==> config.mk <==
export PLATFORM = sky130hd
export DESIGN_NAME = hrcr_hash
export DESIGN_NICKNAME = d
export VERILOG_FILES = /design/src/hdl/hrcr_pkg.sv /design/src/hdl/hrcr_hash.sv
export SDC_FILE = /design/constraint.sdc
export NUM_CORES = 1
export LEC_CHECK = 0
export BUFFER_PORTS_ARGS = -buffer_cell sky130_fd_sc_hd__buf_2
export CAP_MARGIN = 25
export CORE_MARGIN = 8
export CORE_UTILIZATION = 53
export DETAILED_ROUTE_END_ITERATION = 8
export PLACE_DENSITY_LB_ADDON = 0.05
export SYNTH_ARGS = -nofsm -noshare
export SYNTH_HDL_FRONTEND = slang
export SYNTH_SLANG_ARGS = --single-unit
==> constraint.sdc <==
create_clock -name clk -period 3.5 [get_ports clk]
set_clock_uncertainty 0.15 [all_clocks]
set_input_delay 0.175 -clock clk [delete_from_list [all_inputs] [get_ports clk]]
set_output_delay 0.175 -clock clk [all_outputs]
set_load 0.01 [all_outputs]
==> src/hdl/hrcr_pkg.sv <==
package hrcr_pkg;

	// Table geometry
	localparam int ENTRIES = 256;
	localparam int IDX_W   = (ENTRIES > 1) ? $clog2(ENTRIES) : 1;
	localparam int FILL_W  = $clog2(ENTRIES + 1);
	localparam logic [IDX_W-1:0]  LAST_IDX  = IDX_W'(ENTRIES - 1);
	localparam logic [FILL_W-1:0] FILL_FULL = FILL_W'(ENTRIES);

	// Hash
	localparam int HASH_W = 32;
	localparam logic [HASH_W-1:0] HASH_INIT = 32'd5381;
	localparam int HASH_SHIFT = 5;

	// Payload widths
	localparam int BYTE_W = 8;
	localparam int PRIO_W = 3;
	localparam int SLOT_W = 8;

	// First characters that allow local handling
	localparam logic [BYTE_W-1:0] CHAR_I = 8'h69;
	localparam logic [BYTE_W-1:0] CHAR_H = 8'h68;

	// Configuration register indexes
	localparam int CFG_IDX_W = 1;
	localparam logic [CFG_IDX_W-1:0] REG_LOW_PRIO  = 1'd0;
	localparam logic [CFG_IDX_W-1:0] REG_CRIT_PRIO = 1'd1;
	localparam logic [PRIO_W-1:0] LOW_PRIO_RST  = 3'd3;
	localparam logic [PRIO_W-1:0] CRIT_PRIO_RST = 3'd0;

	typedef enum logic [1:0] {
		ACT_ROUTE  = 2'd0,
		ACT_INSERT = 2'd1,
		ACT_CLEAR  = 2'd2,
		ACT_NONE   = 2'd3
	} action_t;

	typedef enum logic [1:0] {
		RT_CACHE    = 2'd0,
		RT_REJECT   = 2'd1,
		RT_LOCAL    = 2'd2,
		RT_EXTERNAL = 2'd3
	} route_t;

	// Write side of the tag table
	typedef struct packed {
		logic              ins;
		logic              clr;
		logic [IDX_W-1:0]  waddr;
		logic [HASH_W-1:0] wdata;
	} tbl_cmd_t;

	// Outcome of one table search
	typedef struct packed {
		logic             hit;
		logic [IDX_W-1:0] hit_idx;
		logic             rej_found;
		logic [IDX_W-1:0] rej_idx;
	} scan_res_t;

endpackage

==> src/hdl/hrcr_hash.sv <==
module hrcr_hash (
	input  logic                          clk,
	input  logic                          arst_n,
	input  logic                          en,
	input  logic                          restart,
	input  logic                          has_byte,
	input  logic [hrcr_pkg::BYTE_W-1:0]   key_byte,
	input  logic                          last,
	output logic [hrcr_pkg::HASH_W-1:0]   key_hash,
	output logic [hrcr_pkg::BYTE_W-1:0]   first_char
);

	import hrcr_pkg::*;

	logic [HASH_W-1:0] hash_q;
	logic [BYTE_W-1:0] first_q;
	logic              start_q;
	logic [HASH_W-1:0] folded;

	// hash * 33 + byte, wrapping
	assign folded = {hash_q[HASH_W-HASH_SHIFT-1:0], HASH_SHIFT'(0)} + hash_q
	              + HASH_W'(key_byte);
	assign key_hash = has_byte ? folded : hash_q;
	assign first_char = start_q ? (has_byte ? key_byte : '0) : first_q;

	always_ff @(posedge clk or negedge arst_n) begin
		if (!arst_n) begin
			hash_q  <= HASH_INIT;
			first_q <= '0;
			start_q <= 1'b1;
		end else if (restart || (en && last)) begin
			hash_q  <= HASH_INIT;
			first_q <= '0;
			start_q <= 1'b1;
		end else if (en && has_byte) begin
			hash_q <= folded;
			if (start_q) begin
				first_q <= key_byte;
				start_q <= 1'b0;
			end
		end
	end

endmodule

==> impl_metrics.json, run 1 <==
{
  "floorplan.rows": 31,
  "finalCriticalPeriod_ns": 4.08,
  "combPwrFrac_pct": 38.6,
  "synth_xor_area_share_pct": 6.13,
  "place_ws_ns": -0.265,
  "r2r-end": "hash_q[16]",
  "cap_violations": 0,
  "power_switching_w": 0.000463,
  "synthArstFlopShare_pct": 100,
  "hold_ws_ns": 0.00412,
  "hp-class": "primary input to flip-flop",
  "vias_per_cell": 5.83,
  "synth_nets": 489,
  "insertion_delay_ns": 0.30,
  "netlist_instances": 413,
  "path_class": "flip-flop to primary output",
  "yosys_warnings": 0,
  "met3_length_um": 543,
  "synth_top_family_by_area": "compound AO/OA/AOI/OAI gates",
  "synthToLayoutAreaGrowth_pct": 34.0,
  "cp.required_ns": 3.17,
  "power_frac_seq_pct": 37.6,
  "grt_pass1_wl_um": 17900,
  "syn_area_um2": 4000,
  "fin_total_pwr_w": 0.00133,
  "diodes": 0,
  "drc": 0,
  "drtPass1Iterations": 4,
  "finalWeightedCongestion": 0.936,
  "relSlewSlack_pct": 57.0,
  "cts-root-buf": "clkbuf_8",
  "final_common_cell": "buf_4",
  "grt.overflow.total": 0,
  "ys_types": 58,
  "wire_per_inst_um": 18.0,
  "rsz0062_at_grt": "true",
  "synth-compound-area-share_pct": 24.8,
  "layout.cells.non_filler": 639,
  "wl_met2_um": 5760,
  "die_h_um": 103,
  "ys_ff_latch": 41,
  "grt_max_degree": 48,
  "clk_transition_reported_paths_ns": 0.08,
  "max_freq_mhz": 245,
  "grtUsageTotal_pct": 21.2,
  "clockBufferDepth": 2,
  "dp_cells": 612,
  "power.leakage_nw": 2.82,
  "initialDrtViolationCount": 208,
  "peakVddDrop_mv": 0.142,
  "reg2reg_depth": 18,
  "tritoncts": "built",
  "dp_hpwl_um": 8020,
  "initial_utilization_pct": 54.8,
  "power.density_nw_per_um2": 248,
  "drive_gt1_share_pct": 41.9,
  "nets": 615,
  "final_max_slew_viol_count": 0,
  "worstPathArrival_ns": 3.75,
  "worst_setup_path_start_kind": "flip-flop",
  "wirelength_um": 11500,
  "violations": "negative setup slack",
  "die_x_um": 103,
  "setup_viol": 28,
  "layout_setup_ws_ns": -0.578,
  "grt_pass1_vias": 3713,
  "worstReg2RegStart": "hash_q[0]",
  "top_layer_used": "met4",
  "p_sw_share_pct": 34.8,
  "yosys.area_share.adder_pct": 20.2,
  "dieArea_um2": 10600,
  "endpoint": "key_hash[30]",
  "rrSetupSlack_ns": -0.19,
  "clkSinkCount": 41,
  "cp-end-kind": "primary output",
  "synth-simple-area-share_pct": 10.5,
  "hold_violations": 0,
  "pin_count": 54,
  "tightest_slew_ns": 0.641,
  "antenna_found_initial": 0,
  "pwr-share-clk_pct": 23.8,
  "postSynthAreaPerCell_um2": 9.68,
  "synth_ff_type": "dfrtp_1",
  "cts_buffers": 5,
  "yosysSeqAreaShare_pct": 25.8,
  "startpoint": "hash_q[0]",
  "outcome": "finished, violations left",
  "cts_htree_levels": 2,
  "path_max_fanout": 3,
  "io_buffers": 53,
  "layout_common_cells": "76 x buf_4, 57 x ha_1, 47 x buf_2",
  "core-area_um2": 7290,
  "synth-edff-count": 0,
  "fin_crit_sh_pct": 117,
  "internal-power_w": 0.000867,
  "synthMuxAreaShare_pct": 7.60,
  "vias": 3726,
  "m1WireLength_um": 5060,
  "ant_nets": 0
}
## logic make-up after synthesis
kind of cell	Yosys count
DFF	41
adders and majority gates	62
muxes	27
and+or+nand+nor	79
buffers and inverters	40
xor gates and xnor gates	28
AOI/OAI and AO/OA	136
## layer usage
metal | GRT usage (%) | vias to the layer above
met2 | 37.3 | 86
met5 | 0 | -
met4 | 4.23 | 0
met3 | 2.63 | 10
li1 | - | 1814
met1 | 27.2 | 1816
## worst max-delay path, cell delays in order (launching register included)
cell and delay (ns):
dfstp_2 0.55, inv_2 0.04, fa_1 0.52, inv_2 0.05, ha_4 0.26, and2_4 0.16
nand2_4 0.06, o311ai_4 0.25, or4b_4 0.51, o211ai_1 0.12, and3_1 0.25, a31oi_1 0.11
xnor2_1 0.18, mux2_4 0.28, buf_6 0.12
## cell type report
class                   instances  area (µm²)
multi-input cells             332        3050
fillers                       587        1930
flip-flops and latches         41        1030
repair buffers                137         985
well taps                      99         124
inverters                      22        82.6
clock buffers                   6        72.6
clock inverters                 2        10.0
## flip-flops by register name, summed over array words and instances (netlist names)
| register | cells |
|---|---|
| start_q | 1 |
| hash_q | 32 |
| first_q | 8 |
## stage by stage
stage                     area, µm²  TNS [ns]  utilization, %
after floorplan                4030   -0.0448               -
after global placement         4800     -1.58            65.9
after detailed placement       4800     -2.19            65.9
after CTS                      5050     -7.20            69.3
after global routing           5360    -12.12            73.5
final                          5360     -8.77            73.5
## power groups by stage
stage / combinational (W) / clock (W) / sequential (W)
2_1_floorplan: 0.000275 / 0 / 0.000504
3_3_place_gp: 0.000433 / 0 / 0.000508
3_5_place_dp: 0.000441 / 0 / 0.000509
4_1_cts: 0.000461 / 0.000325 / 0.000500
5_1_grt: 0.000558 / 0.000340 / 0.000502
6_report: 0.000513 / 0.000317 / 0.000500
## how the worst min path moves through the flow
stage | from | to | cells past startpoint
2_1_floorplan | arst_n | first_q[0] | 0
3_3_place_gp | arst_n | first_q[0] | 1
3_5_place_dp | arst_n | first_q[0] | 1
4_1_cts | key_byte[2] | first_q[2] | 2
5_1_grt | key_byte[2] | first_q[2] | 2
6_report | key_byte[2] | first_q[2] | 2
## Yosys cell counts (2+ instances only)
| cell | count | area share [%] |
|---|---|---|
| o31ai_1 | 3 | 0.56 |
| o211ai_1 | 2 | 0.38 |
| dfrtp_1 | 35 | 22 |
| a221o_1 | 2 | 0.50 |
| xnor2_1 | 20 | 4.4 |
| xor2_1 | 8 | 1.8 |
| ha_1 | 58 | 18 |
| buf_6 | 5 | 1.4 |
| a21o_1 | 18 | 3.4 |
| a21oi_1 | 24 | 3.0 |
| nor3_1 | 7 | 0.88 |
| o21bai_1 | 2 | 0.38 |
| and2_1 | 3 | 0.47 |
| or3_1 | 3 | 0.47 |
| fa_1 | 4 | 2.0 |
| nand2_1 | 15 | 1.4 |
| nor2_1 | 14 | 1.3 |
| mux2_2 | 27 | 7.6 |
| nor2b_1 | 3 | 0.47 |
| clkbuf_1 | 12 | 1.1 |
| o21ai_0 | 18 | 2.3 |
| and3_2 | 2 | 0.38 |
| o21ai_1 | 6 | 0.75 |
| nand3_1 | 13 | 1.6 |
| nand2b_1 | 2 | 0.31 |
| dfstp_2 | 6 | 3.9 |
| a31oi_1 | 5 | 0.78 |
| inv_1 | 22 | 2.1 |
| nand4_1 | 4 | 0.63 |
| a22o_1 | 32 | 7.0 |
| a211oi_1 | 2 | 0.38 |
| o22a_1 | 4 | 0.88 |
| a21oi_2 | 2 | 0.44 |
| and3_1 | 6 | 0.94 |
## repair_timing
item | in CTS | in global routing
hold buffers | 3 | 0
setup buffers | 8 | 10
gates resized for setup | 15 | 40
setup endpoints to repair | 27 | 35
pin swaps | 14 | 24
hold endpoints to repair | 37 | 0
No activity file was read; power rests on OpenSTA's default activity.
==> inputs of run 2 (changes only) <==
MAX_ROUTING_LAYER = met4   (was not set)
==> impl_metrics.json, run 2 (synthesis results as in run 1) <==
{
  "diodes": 0,
  "initial_utilization_pct": 54.8,
  "cp_slowest_stage_delay_ns": 0.55,
  "synthToLayoutAreaGrowth_pct": 31.8,
  "reg2reg_depth": 17,
  "crit_chain": "inv_2, fa_1, inv_2, ha_4, and2_4, nand2_4, o311ai_4, buf_4, or4b_4, o2111ai_2, and2_4, a31oi_2, xnor2_1, mux2_4, buf_6",
  "final_max_slew_viol_count": 0,
  "finalCriticalPeriod_ns": 4.04,
  "antenna_found_initial": 0,
  "cts-root-buf": "clkbuf_8",
  "layout_common_cells": "73 x buf_4, 57 x ha_1, 46 x buf_2",
  "place_ws_ns": -0.278,
  "cap_violations": 0,
  "max_freq_mhz": 248,
  "clkSinkCount": 41,
  "largest_reg_flops": 32,
  "grt.overflow.total": 0,
  "rrSetupSlack_ns": -0.16,
  "clk_transition_reported_paths_ns": 0.08,
  "critPathBufInv": 4,
  "clockBufferDepth": 2,
  "grt_pass1_vias": 3682,
  "tritoncts": "built",
  "slowest_stage": "dfstp_2",
  "cp-end-kind": "primary output",
  "cp.required_ns": 3.17,
  "fillerInstances": 578,
  "largestRegisters": "hash_q (32), first_q (8), start_q (1)",
  "peakVddDrop_mv": 0.147,
  "nets": 610,
  "initialDrtViolationCount": 173,
  "holdPathStages": 2,
  "drc": 0,
  "vias_per_cell": 5.79,
  "drive_gt1_share_pct": 39.6,
  "whs_endpoint": "first_q[3]",
  "setup_viol": 23,
  "die_x_um": 103,
  "ant_nets": 0,
  "worstPathArrival_ns": 3.71,
  "outcome": "finished, violations left",
  "violations": "negative setup slack",
  "grt_max_degree": 48,
  "floorplan.rows": 31,
  "pin_count": 54,
  "max_flop_register": "hash_q",
  "wirelength_um": 10900,
  "insertion_delay_ns": 0.30,
  "dieArea_um2": 10600,
  "grt_pass1_wl_um": 18000,
  "path_max_fanout": 3,
  "critPathTopFamily": "simple AND/OR/NAND/NOR gates",
  "vias": 3674,
  "core-area_um2": 7290,
  "final_core_util_pct": 72.3,
  "worst_setup_path_start_kind": "flip-flop",
  "final_common_cell": "buf_4",
  "grtUsageTotal_pct": 22.0,
  "r2r-end": "hash_q[31]",
  "dp_hpwl_um": 7990,
  "min_from": "key_byte[3]",
  "layout_setup_ws_ns": -0.537,
  "relSlewSlack_pct": 57.2,
  "cts_buffers": 5,
  "die_h_um": 103,
  "rsz0062_at_grt": "true",
  "drtPass1Iterations": 5,
  "fin_crit_sh_pct": 115,
  "io_buffers": 53,
  "finalWeightedCongestion": 0.951,
  "power.leakage_nw": 2.78,
  "worstReg2RegStart": "hash_q[0]",
  "cts_htree_levels": 2,
  "hold_violations": 0,
  "path_class": "flip-flop to primary output",
  "wire_per_inst_um": 17.2,
  "power.density_nw_per_um2": 252,
  "tightest_slew_ns": 0.639,
  "hp-class": "primary input to flip-flop"
}
[run 2: metal layers]
| layer | share of wire, % | vias up | track usage, % |
|---|---|---|---|
| li1 | - | 1812 | - |
| met1 | 45 | 1766 | 28.4 |
| met2 | 49 | 82 | 36.2 |
| met3 | 4.8 | 14 | 2.57 |
| met4 | 1.7 | 0 | 4.67 |
| met5 | 0 | - | - |
[run 2: where the power goes]
part	total [W]	switching, W	internal, W
clock	0.000333	0.000172	0.000161
sequential	0.000500	0.0000129	0.000487
combinational	0.000498	0.000263	0.000235
total	0.00133	0.000448	0.000883
[run 2: through the flow]
stage	setup TNS (ns)	hold slack, ns	cell area, µm²	std cells	power [W]
final	-6.66	0.00212	5270	634	0.00133
after CTS	-6.68	0.00237	5110	629	0.00131
after floorplan	-0.0448	-0.271	4030	413	0.000779
after global placement	-1.60	0.231	4800	612	0.000941
after global routing	-9.94	0.00392	5270	634	0.00141
after detailed placement	-2.11	0.238	4800	612	0.000948
[run 2: worst max path at each step]
stage / start / endpoint / slack [ns] / depth (start not counted)
after detailed placement: hash_q[0] / key_hash[28] / -0.28 / 14
final: hash_q[0] / key_hash[20] / -0.54 / 15
after global placement: hash_q[0] / key_hash[28] / -0.24 / 14
after global routing: hash_q[0] / key_hash[28] / -0.64 / 14
after floorplan: hash_q[0] / key_hash[28] / -0.03 / 13
after CTS: hash_q[0] / key_hash[28] / -0.52 / 14
[run 2: timing repair]
item | 4_1_cts | 5_1_grt
endpoints found under the setup margin | 28 | 29
pin swaps | 14 | 13
endpoints found under the hold margin | 36 | 0
gates resized for setup | 26 | 17
buffers inserted | 7 | 5
hold buffers | 2 | 0
[run 2: cell type report]
class | instances | area (µm²) | area share, %
flip-flops and latches | 41 | 1030 | 19.6
repair buffers | 132 | 940 | 17.8
multi-input cells | 332 | 3000 | 56.9
inverters | 22 | 82.6 | 1.57
clock buffers | 8 | 90.1 | 1.71
well taps | 99 | 124 | 2.35
[run 2: worst reg2reg max path, cell delays in order, from the launching register on]
cell and delay [ns]:
dfstp_2 0.55, inv_2 0.05, fa_1 0.52, inv_2 0.05, ha_4 0.26, and3_1 0.23, o21ai_4 0.10, a2111oi_4 0.40
o31ai_2 0.12, buf_4 0.14, buf_4 0.12, nand4_1 0.07, a31oi_1 0.10, xnor2_1 0.22, buf_4 0.14, buf_4 0.10
o21ai_1 0.06, a22o_1 0.19
