`src/hdl/hrcr_pkg.sv`:
```
package hrcr_pkg;

	// Table geometry
	localparam int ENTRIES = 256;
	localparam int IDX_W   = (ENTRIES > 1) ? $clog2(ENTRIES) : 1;
	localparam int FILL_W  = $clog2(ENTRIES + 1);
	localparam logic [IDX_W-1:0]  LAST_IDX  = IDX_W'(ENTRIES - 1);
	localparam logic [FILL_W-1:0] FILL_FULL = FILL_W'(ENTRIES);

	// Hash
	localparam int HASH_W = 32;
	localparam logic [HASH_W-1:0] HASH_INIT = 32'd5381;
	localparam int HASH_SHIFT = 5;

	// Payload widths
	localparam int BYTE_W = 8;
	localparam int PRIO_W = 3;
	localparam int SLOT_W = 8;

	// First characters that allow local handling
	localparam logic [BYTE_W-1:0] CHAR_I = 8'h69;
	localparam logic [BYTE_W-1:0] CHAR_H = 8'h68;

	// Configuration register indexes
	localparam int CFG_IDX_W = 1;
	localparam logic [CFG_IDX_W-1:0] REG_LOW_PRIO  = 1'd0;
	localparam logic [CFG_IDX_W-1:0] REG_CRIT_PRIO = 1'd1;
	localparam logic [PRIO_W-1:0] LOW_PRIO_RST  = 3'd3;
	localparam logic [PRIO_W-1:0] CRIT_PRIO_RST = 3'd0;

	typedef enum logic [1:0] {
		ACT_ROUTE  = 2'd0,
		ACT_INSERT = 2'd1,
		ACT_CLEAR  = 2'd2,
		ACT_NONE   = 2'd3
	} action_t;

	typedef enum logic [1:0] {
		RT_CACHE    = 2'd0,
		RT_REJECT   = 2'd1,
		RT_LOCAL    = 2'd2,
		RT_EXTERNAL = 2'd3
	} route_t;

	// Write side of the tag table
	typedef struct packed {
		logic              ins;
		logic              clr;
		logic [IDX_W-1:0]  waddr;
		logic [HASH_W-1:0] wdata;
	} tbl_cmd_t;

	// Outcome of one table search
	typedef struct packed {
		logic             hit;
		logic [IDX_W-1:0] hit_idx;
		logic             rej_found;
		logic [IDX_W-1:0] rej_idx;
	} scan_res_t;

endpackage

```
`src/hdl/hrcr_scan.sv`:
```
module hrcr_scan (
	input  logic                          clk,
	input  logic                          arst_n,
	input  logic                          start,
	input  logic [hrcr_pkg::HASH_W-1:0]   key_hash,
	input  logic [hrcr_pkg::FILL_W-1:0]   fill_count,
	output logic                          rd_en,
	output logic [hrcr_pkg::IDX_W-1:0]    rd_addr,
	input  logic [hrcr_pkg::HASH_W-1:0]   rd_tag,
	input  logic                          rd_valid,
	output logic                          busy,
	output logic                          done,
	output hrcr_pkg::scan_res_t           res
);

	import hrcr_pkg::*;

	logic             busy_q;
	logic             issue_q;
	logic [IDX_W-1:0] addr_q;
	logic             chk_s1;
	logic [IDX_W-1:0] idx_s1;
	logic             last_s1;
	logic             rej_found_q;
	logic [IDX_W-1:0] rej_idx_q;
	logic             done_q;
	scan_res_t        res_q;

	logic tag_eq;
	logic vmatch;
	logic rmatch;
	logic scan_stop;

	// The one comparator, reused for every entry
	assign tag_eq = (rd_tag == key_hash);
	assign vmatch = chk_s1 && rd_valid && tag_eq;
	assign rmatch = chk_s1 && tag_eq && ({1'b0, idx_s1} < FILL_W'(fill_count));

	// Stop on the first valid match or after the last entry
	assign scan_stop = chk_s1 && (vmatch || last_s1);

	always_ff @(posedge clk or negedge arst_n) begin
		if (!arst_n) begin
			busy_q      <= 1'b0;
			issue_q     <= 1'b0;
			addr_q      <= '0;
			chk_s1      <= 1'b0;
			idx_s1      <= '0;
			last_s1     <= 1'b0;
			rej_found_q <= 1'b0;
			rej_idx_q   <= '0;
			done_q      <= 1'b0;
			res_q       <= '0;
		end else begin
			done_q <= !start && scan_stop;
			if (start) begin
				busy_q      <= 1'b1;
				issue_q     <= 1'b1;
				addr_q      <= '0;
				chk_s1      <= 1'b0;
				rej_found_q <= 1'b0;
			end else begin
				chk_s1  <= issue_q && !scan_stop;
				idx_s1  <= addr_q;
				last_s1 <= (addr_q == LAST_IDX);
				if (rmatch && !rej_found_q) begin
					rej_found_q <= 1'b1;
					rej_idx_q   <= idx_s1;
				end
				if (scan_stop) begin
					busy_q          <= 1'b0;
					issue_q         <= 1'b0;
					res_q.hit       <= vmatch;
					res_q.hit_idx   <= idx_s1;
					res_q.rej_found <= rej_found_q || rmatch;
					res_q.rej_idx   <= rej_found_q ? rej_idx_q : idx_s1;
				end else if (issue_q) begin
					if (addr_q == LAST_IDX) begin
						issue_q <= 1'b0;
					end else begin
						addr_q <= addr_q + 1'b1;
					end
				end
			end
		end
	end

	assign rd_en   = issue_q;
	assign rd_addr = addr_q;
	assign busy    = busy_q;
	assign done    = done_q;
	assign res     = res_q;

endmodule

```
`config.mk`:
```
export PLATFORM = sky130hd
export DESIGN_NAME = hrcr_scan
export DESIGN_NICKNAME = d
export VERILOG_FILES = /design/src/hdl/hrcr_pkg.sv /design/src/hdl/hrcr_scan.sv
export SDC_FILE = /design/constraint.sdc
export NUM_CORES = 1
export LEC_CHECK = 0
export BUFFER_PORTS_ARGS = -buffer_cell sky130_fd_sc_hd__buf_2
export CORE_ASPECT_RATIO = 0.8
export CORE_MARGIN = 2
export CORE_UTILIZATION = 44
export CTS_CLUSTER_DIAMETER = 80
export DETAILED_ROUTE_END_ITERATION = 12
export PLACE_DENSITY = 0.77
export SKIP_CTS_REPAIR_TIMING = 1
export SYNTH_ARGS = -nofsm -noshare
export SYNTH_HDL_FRONTEND = slang
export SYNTH_SLANG_ARGS = --single-unit
export TNS_END_PERCENT = 30
```
`constraint.sdc`:
```
create_clock -name clk -period 2.2 [get_ports clk]
set_clock_uncertainty 0.1 [all_clocks]
set_input_delay 0.44 -clock clk [delete_from_list [all_inputs] [get_ports clk]]
set_output_delay 0.44 -clock clk [all_outputs]
set_load 0.005 [all_outputs]
```
==> impl_results.md, run 1 <==
- WL/cell: around 14 µm
- DR pass1 iterations: 4
- Global-route wire length before repair: about 11000 µm
- Post-layout min period: about 2500 ps
- 1st-iter DRT viols: 119
- Final max-slew violation count: 0
- Initial antenna violation count: 0
- CTS Buf Count: 5
- Num rows: 25
- Cell variety after synth: 45
- Io pins: 106
- RSZ-0062 raised after global routing: true
- Area occupied by multi-input gates: between 1000 and 1500 µm²
- Area of all placed cells without fillers: approximately 3700 µm²
- Clk sinks: between 40 and 50
- Final worst setup slack: -275.2 ps
- Kind of critical path: in -> reg
- Vias in the first global route: 2351
- Critical Path Source Type: input pin
- WP data arrival: ~2600 ps
- Final period utilization: 1.125
- Worst Path Required: between 2000 and 2500 ps
- LEAKAGE: between 2 and 2.5 nW
- Area of the core: ~5900 µm²
- Die Span X: 91.56 µm
- Critical path's slowest cell: or4_4
- PortBufs: between 100 and 150
- CP max FO: 8
- Status: finished, violations left
- Slew margin rel.: 0.6007
- ANT nets after route: 0
- Vias: about 2200
- Worst Setup End Kind: register
- Reg clk slew, reported paths: roughly 80 ps
- CP bufs+invs: 2
- Dpl ws: -619.3 ps
- Syn-to-layout area delta: 36.81%
- CP most frequent cell: buf_6
- Initial core utilization: 0.4565
- Largest net degree at the start of global routing: 49
- Fillers: between 400 and 500
- CTS tree: done
- Drt total wl: 6252 µm
- Gr ovfl total: 0
- DIE HEIGHT: between 70 and 80 µm
- Post-synthesis sequential area ratio: 0.4451
- Critical Path Max Stage Delay: roughly 540 ps
- Antenna Cells: 0
- Total power density per cell area: 468.9 nW/µm²
- Fmax: 404.0 MHz
- Post-Syn Nets: 320
- Synth top area cells: dfrtp_1, mux2_2, xor2_1, mux2_4, ha_1
- Synthesis-stage register bit count: 48
- Endpoints failing hold: 0
- Share of cells above drive strength 1: 0.5160
- H-tree Lvls: 2
- Storage element area: about 1200 µm²
- Cell taking the most area after synthesis: dfrtp_1
- Cell Chain, Critical Path: buf_6, xor2_2, or4_4, nor4b_4, nand4_2, or4_1, buf_6, mux2_4
- GPL Wtd Cong: 0.8506
- Post-Synthesis Cell Area: roughly 2700 µm²
- Max Cap Viol: 0
- Worst Hold Class: in -> async
- Syn Inst Count: 235
- DRC: 0
- Setup violations, final: 25
- Placed instance area: around 3600 µm²
- HPWL after DPL: 4889 µm
- Root buf cell: clkbuf_8
- NumNets Final: 460
- Die Area: 6780 µm²
- Worst skew pair latency: around 300 ps
- Maximum vdd drop: between 0.0003 and 0.0004 V
- Syn_area_per_cell: around 11 µm²
- DR vias/cell: 4.921
- CP delay by family, top: simple AND/OR/NAND/NOR gates
- Clock Tree Buf Depth: 2
- Total track usage: 0.1916
- Top cell type's share of synthesized area: 0.4451
- Worst-Margin Slew: around 600 ps
- Yosys warns: 0
- Violated checks: negative setup slack
==> flip-flops by register name, indices dropped and copies added, names as in the netlist <==
signal and cells:
res 18, idx_s1 8, rd_addr 8, rej_idx_q 8, busy 1, chk_s1 1, done 1, last_s1 1
rd_en 1, rej_found_q 1
==> path summary, 6_finish.rpt <==
kind                            start      endpoint  slack, ps  cells past startpoint
setup / recovery           rd_tag[15]  rej_idx_q[5]       -280                      8
hold / removal                 arst_n        res[9]        120                      2
setup reg to reg            idx_s1[5]  rej_idx_q[5]       -210                      8
hold reg to reg               last_s1       last_s1        400                      2
max in group asynchronous      arst_n     idx_s1[6]       1470                      2
min in group clk             rd_valid       res[17]        290                      2
==> cell families after synthesis <==
| family | after synthesis | synth area share |
|---|---|---|
| adder cells (fa/ha/maj) | 8 | 0.03709 |
| AO/OA/AOI/OAI | 18 | 0.05147 |
| XOR/XNOR | 32 | 0.1038 |
| multiplexers | 39 | 0.1711 |
| AND/OR/NAND/NOR | 73 | 0.1613 |
| flip-flops | 48 | 0.4451 |
| buffers and inverters | 17 | 0.03014 |
==> metrics by stage <==
stage	hold slack, ps	cells	power [mW]	utilization	TNS, ps
2_1_floorplan	44.41	235	1.044	-	-11230
5_1_grt	179.9	457	1.817	0.6246	-7039
3_3_place_gp	367.3	447	1.196	0.6008	-14920
3_5_place_dp	384.5	447	1.205	0.6008	-15980
4_1_cts	144.4	455	1.745	0.6161	-5941
6_report	124.4	457	1.731	0.6246	-5732
==> report_power, final <==
group,switching [mW],internal [mW]
Clock,0.282,0.257
Sequential,0.0147,0.900
Combinational,0.125,0.153
Total,0.422,1.31
==> cells in the final DEF, fill, tap and decap left out, types with 6 or more instances in the layout <==
cell	instances
nor4_1	9
inv_1	10
mux2i_1	6
xor2_1	23
buf_2	104
mux2_4	9
dfrtp_1	48
nand2_1	19
clkbuf_8	6
buf_4	33
mux2_2	24
nand2b_1	8
ha_1	7
xnor2_1	8
==> Yosys cell counts (all sizes together) <==
cell           number
nand2b              8
nor2                5
and2b               1
nor4b               2
a31oi               1
mux2               33
o21a                1
o21bai              1
a22o                1
nand4               5
nand3               3
or3                 3
nand2              19
o21ai               4
o2111ai             1
ha                  8
clkbuf              3
dfrtp              48
a21o                2
nor4                9
inv                10
or4                 4
nand3b              1
xnor2               8
nor3                5
nand4b              1
and4b               1
mux2i               6
o21ba               1
xor2               24
o31ai               2
a21oi               2
clkdlybuf4s25       1
or2                 5
nor4bb              1
buf                 3
a211oi              1
a211o               1
==> layer usage <==
layer  GRT usage  wire length, µm  vias to the layer above
met4     0.05219               60                        0
met5           0                0                        -
met2      0.3382             3022                       53
met1      0.2463             2838                     1082
li1            -                -                     1107
met3     0.03647              331                        7
==> worst reg2reg max path: stages, from the launching register on <==
cell and delay [ps]:
dfrtp_1 420, ha_4 230, a21o_1 210, a211oi_2 230, o21a_1 150, nor3_1 60
or4_1 410, buf_6 170, mux2_4 300
==> cell type report <==
class,instances,share of cell area
tap,81,0.02745
clock buffer,8,0.02440
multi-input combinational,170,0.3931
inverter,10,0.01017
timing repair buffer,140,0.2196
sequential,48,0.3253
(Power assumes the default switching activity.)
==> run 2, diff against run 1 <==
- SKIP_CTS_REPAIR_TIMING: 1 -> default
==> impl_results.md, run 2 (same netlist as run 1, synthesis figures left out) <==
- Kind of critical path: in -> reg (unchanged)
- Area occupied by multi-input gates: 1459 µm² (was 1451 µm²)
- Violated checks: negative setup slack (unchanged)
- Max Cap Viol: 0 (unchanged)
- DR vias/cell: 4.965 (was 4.921)
- Max FFs per register: 18 (unchanged)
- Root buf cell: clkbuf_8 (unchanged)
- Most common cell after layout, fill and taps aside: buf_2 (unchanged)
- Syn-to-layout area delta: 37.83% (was 36.81%)
- Fillers: 476 (was 482)
- Worst-Margin Slew: 598.6 ps (was 598.9 ps)
- Worst skew pair latency: 300 ps (about the same)
- Final worst setup slack: -274.1 ps (was -275.2 ps)
- NumNets Final: 461 (was 460)
- Dpl ws: -619.3 ps (unchanged)
- Reg clk slew, reported paths: 80 ps (about the same)
- Clk sinks: 48 (unchanged)
- WHS: 121.7 ps (was 124.4 ps)
- RSZ-0062 raised after global routing: true (unchanged)
- Drt total wl: 6394 µm (was 6252 µm)
- Worst Hold Class: in -> async (unchanged)
- Die Span X: 91.56 µm (unchanged)
- Io pins: 106 (unchanged)
- Storage element area: 1201 µm² (unchanged)
- Setup violations, final: 25 (unchanged)
- Maximum vdd drop: 0.0003793 V (was 0.0003803 V)
- CP bufs+invs: 2 (unchanged)
- Critical Path Source Type: input pin (unchanged)
- Final Util: 0.6292 (was 0.6246)
- WL/cell: 13.96 µm (was 13.68 µm)
- Initial core utilization: 0.4565 (unchanged)
- Final max-slew violation count: 0 (unchanged)
- Area of the core: 5912 µm² (unchanged)
- Slew margin rel.: 0.6010 (was 0.6007)
- Largest net degree at the start of global routing: 49 (unchanged)
- DR pass1 iterations: 4 (unchanged)
- DIE HEIGHT: 74.05 µm (unchanged)
- Cell Chain, Critical Path: buf_6, xor2_2, or4_4, nor4b_4, nand4_2, or4_1, buf_6, mux2_4 (unchanged)
- Total track usage: 0.1953 (was 0.1916)
- Initial antenna violation count: 0 (unchanged)
- Critical Path Max Stage Delay: 540 ps (about the same)
- WP data arrival: 2560 ps (about the same)
- Endpoints failing hold: 0 (unchanged)
- CP max FO: 8 (unchanged)
- Antenna Cells: 0 (unchanged)
- Clock Tree Buf Depth: 2 (unchanged)
- Worst Path Required: 2290 ps (about the same)
- Vias in the first global route: 2366 (was 2351)
- CTS tree: done (unchanged)
- Worst Setup End Kind: register (unchanged)
- Global-route wire length before repair: 10710 µm (was 10540 µm)
- ANT nets after route: 0 (unchanged)
- H-tree Lvls: 2 (unchanged)
- Gr ovfl total: 0 (unchanged)
- Num rows: 25 (unchanged)
- CTS Buf Count: 5 (unchanged)
- Share of cells above drive strength 1: 0.5199 (was 0.5160)
- HPWL after DPL: 4889 µm (unchanged)
- Fmax: 404.2 MHz (was 404.0 MHz)
- 1st-iter DRT viols: 151 (was 119)
- PortBufs: 105 (unchanged)
- Critical path's slowest cell: or4_4 (unchanged)
- Die Area: 6780 µm² (unchanged)
- Status: finished, violations left (unchanged)
- LEAKAGE: 2.028 nW (was 2.018 nW)
- CP most frequent cell: buf_6 (unchanged)
- CP delay by family, top: simple AND/OR/NAND/NOR gates (unchanged)
- Final period utilization: 1.125 (about the same)
- Vias: 2274 (was 2249)
- Most frequent cells in the layout: buf_2, dfrtp_1, buf_4 (unchanged)
- Post-layout min period: 2474 ps (was 2475 ps)
- DRC: 0 (unchanged)
- Total power density per cell area: 468.0 nW/µm² (was 468.9 nW/µm²)
- GPL Wtd Cong: 0.8506 (unchanged)
[run 2: metrics by stage]
stage	cell area [µm²]	power, mW	instances	setup TNS, ps
after floorplan	2706	1.044	235	-11230
after global placement	3552	1.196	447	-14920
after detailed placement	3552	1.205	447	-15980
after CTS	3685	1.753	456	-5334
after global routing	3720	1.825	458	-7084
final	3720	1.741	458	-5699
[run 2: timing repair]
item | CTS | global route
setup endpoints to repair | 25 | 25
hold buffers | 0 | 0
gates resized for setup | 6 | 2
setup buffers | 1 | 2
pin swaps | 2 | 1
hold endpoints to repair | 0 | 0
[run 2: area by class of cell]
| cell class | count | share of cell area |
|---|---|---|
| well taps | 81 | 0.02725 |
| multi-input cells | 170 | 0.3922 |
| flip-flops and latches | 48 | 0.3229 |
| inverters | 10 | 0.01009 |
| clock buffers | 8 | 0.02422 |
| repair buffers | 141 | 0.2233 |
[run 2: power breakdown]
part / internal (mW) / leakage [nW] / total (mW) / switching, mW
combinational: 0.158 / 1.33 / 0.286 / 0.128
clock: 0.257 / 0.0455 / 0.541 / 0.284
sequential: 0.900 / 0.650 / 0.914 / 0.0143
total: 1.31 / 2.03 / 1.74 / 0.427
[run 2: metal layers]
layer	GRT usage	up-vias	part of all wire	wire length, µm
met3	0.03749	11	0.053	338
li1	-	1112	-	-
met5	0	-	0	0
met1	0.2518	1096	0.45	2873
met4	0.06229	0	0.014	89
met2	0.3391	55	0.48	3094
[run 2: path summary, 6_finish.rpt]
check	from	to	slack, ps	cells after the start
setup / recovery	key_hash[15]	rej_idx_q[5]	-270	8
hold / removal	arst_n	res[9]	120	2
setup reg to reg	idx_s1[5]	rej_idx_q[5]	-200	8
hold reg to reg	last_s1	last_s1	400	2
max in group asynchronous	arst_n	idx_s1[6]	1470	2
min in group clk	rd_valid	res[17]	280	2
[run 2: worst register-to-register path: cells and delay by family (launching register included)]
kind	cells	cell delay (ps)
buffers and inverters	1	170
adder cells (fa/ha/maj)	1	230
AND/OR/NAND/NOR	2	470
AO/OA/AOI/OAI	3	590
flip-flops	1	420
multiplexers	1	300
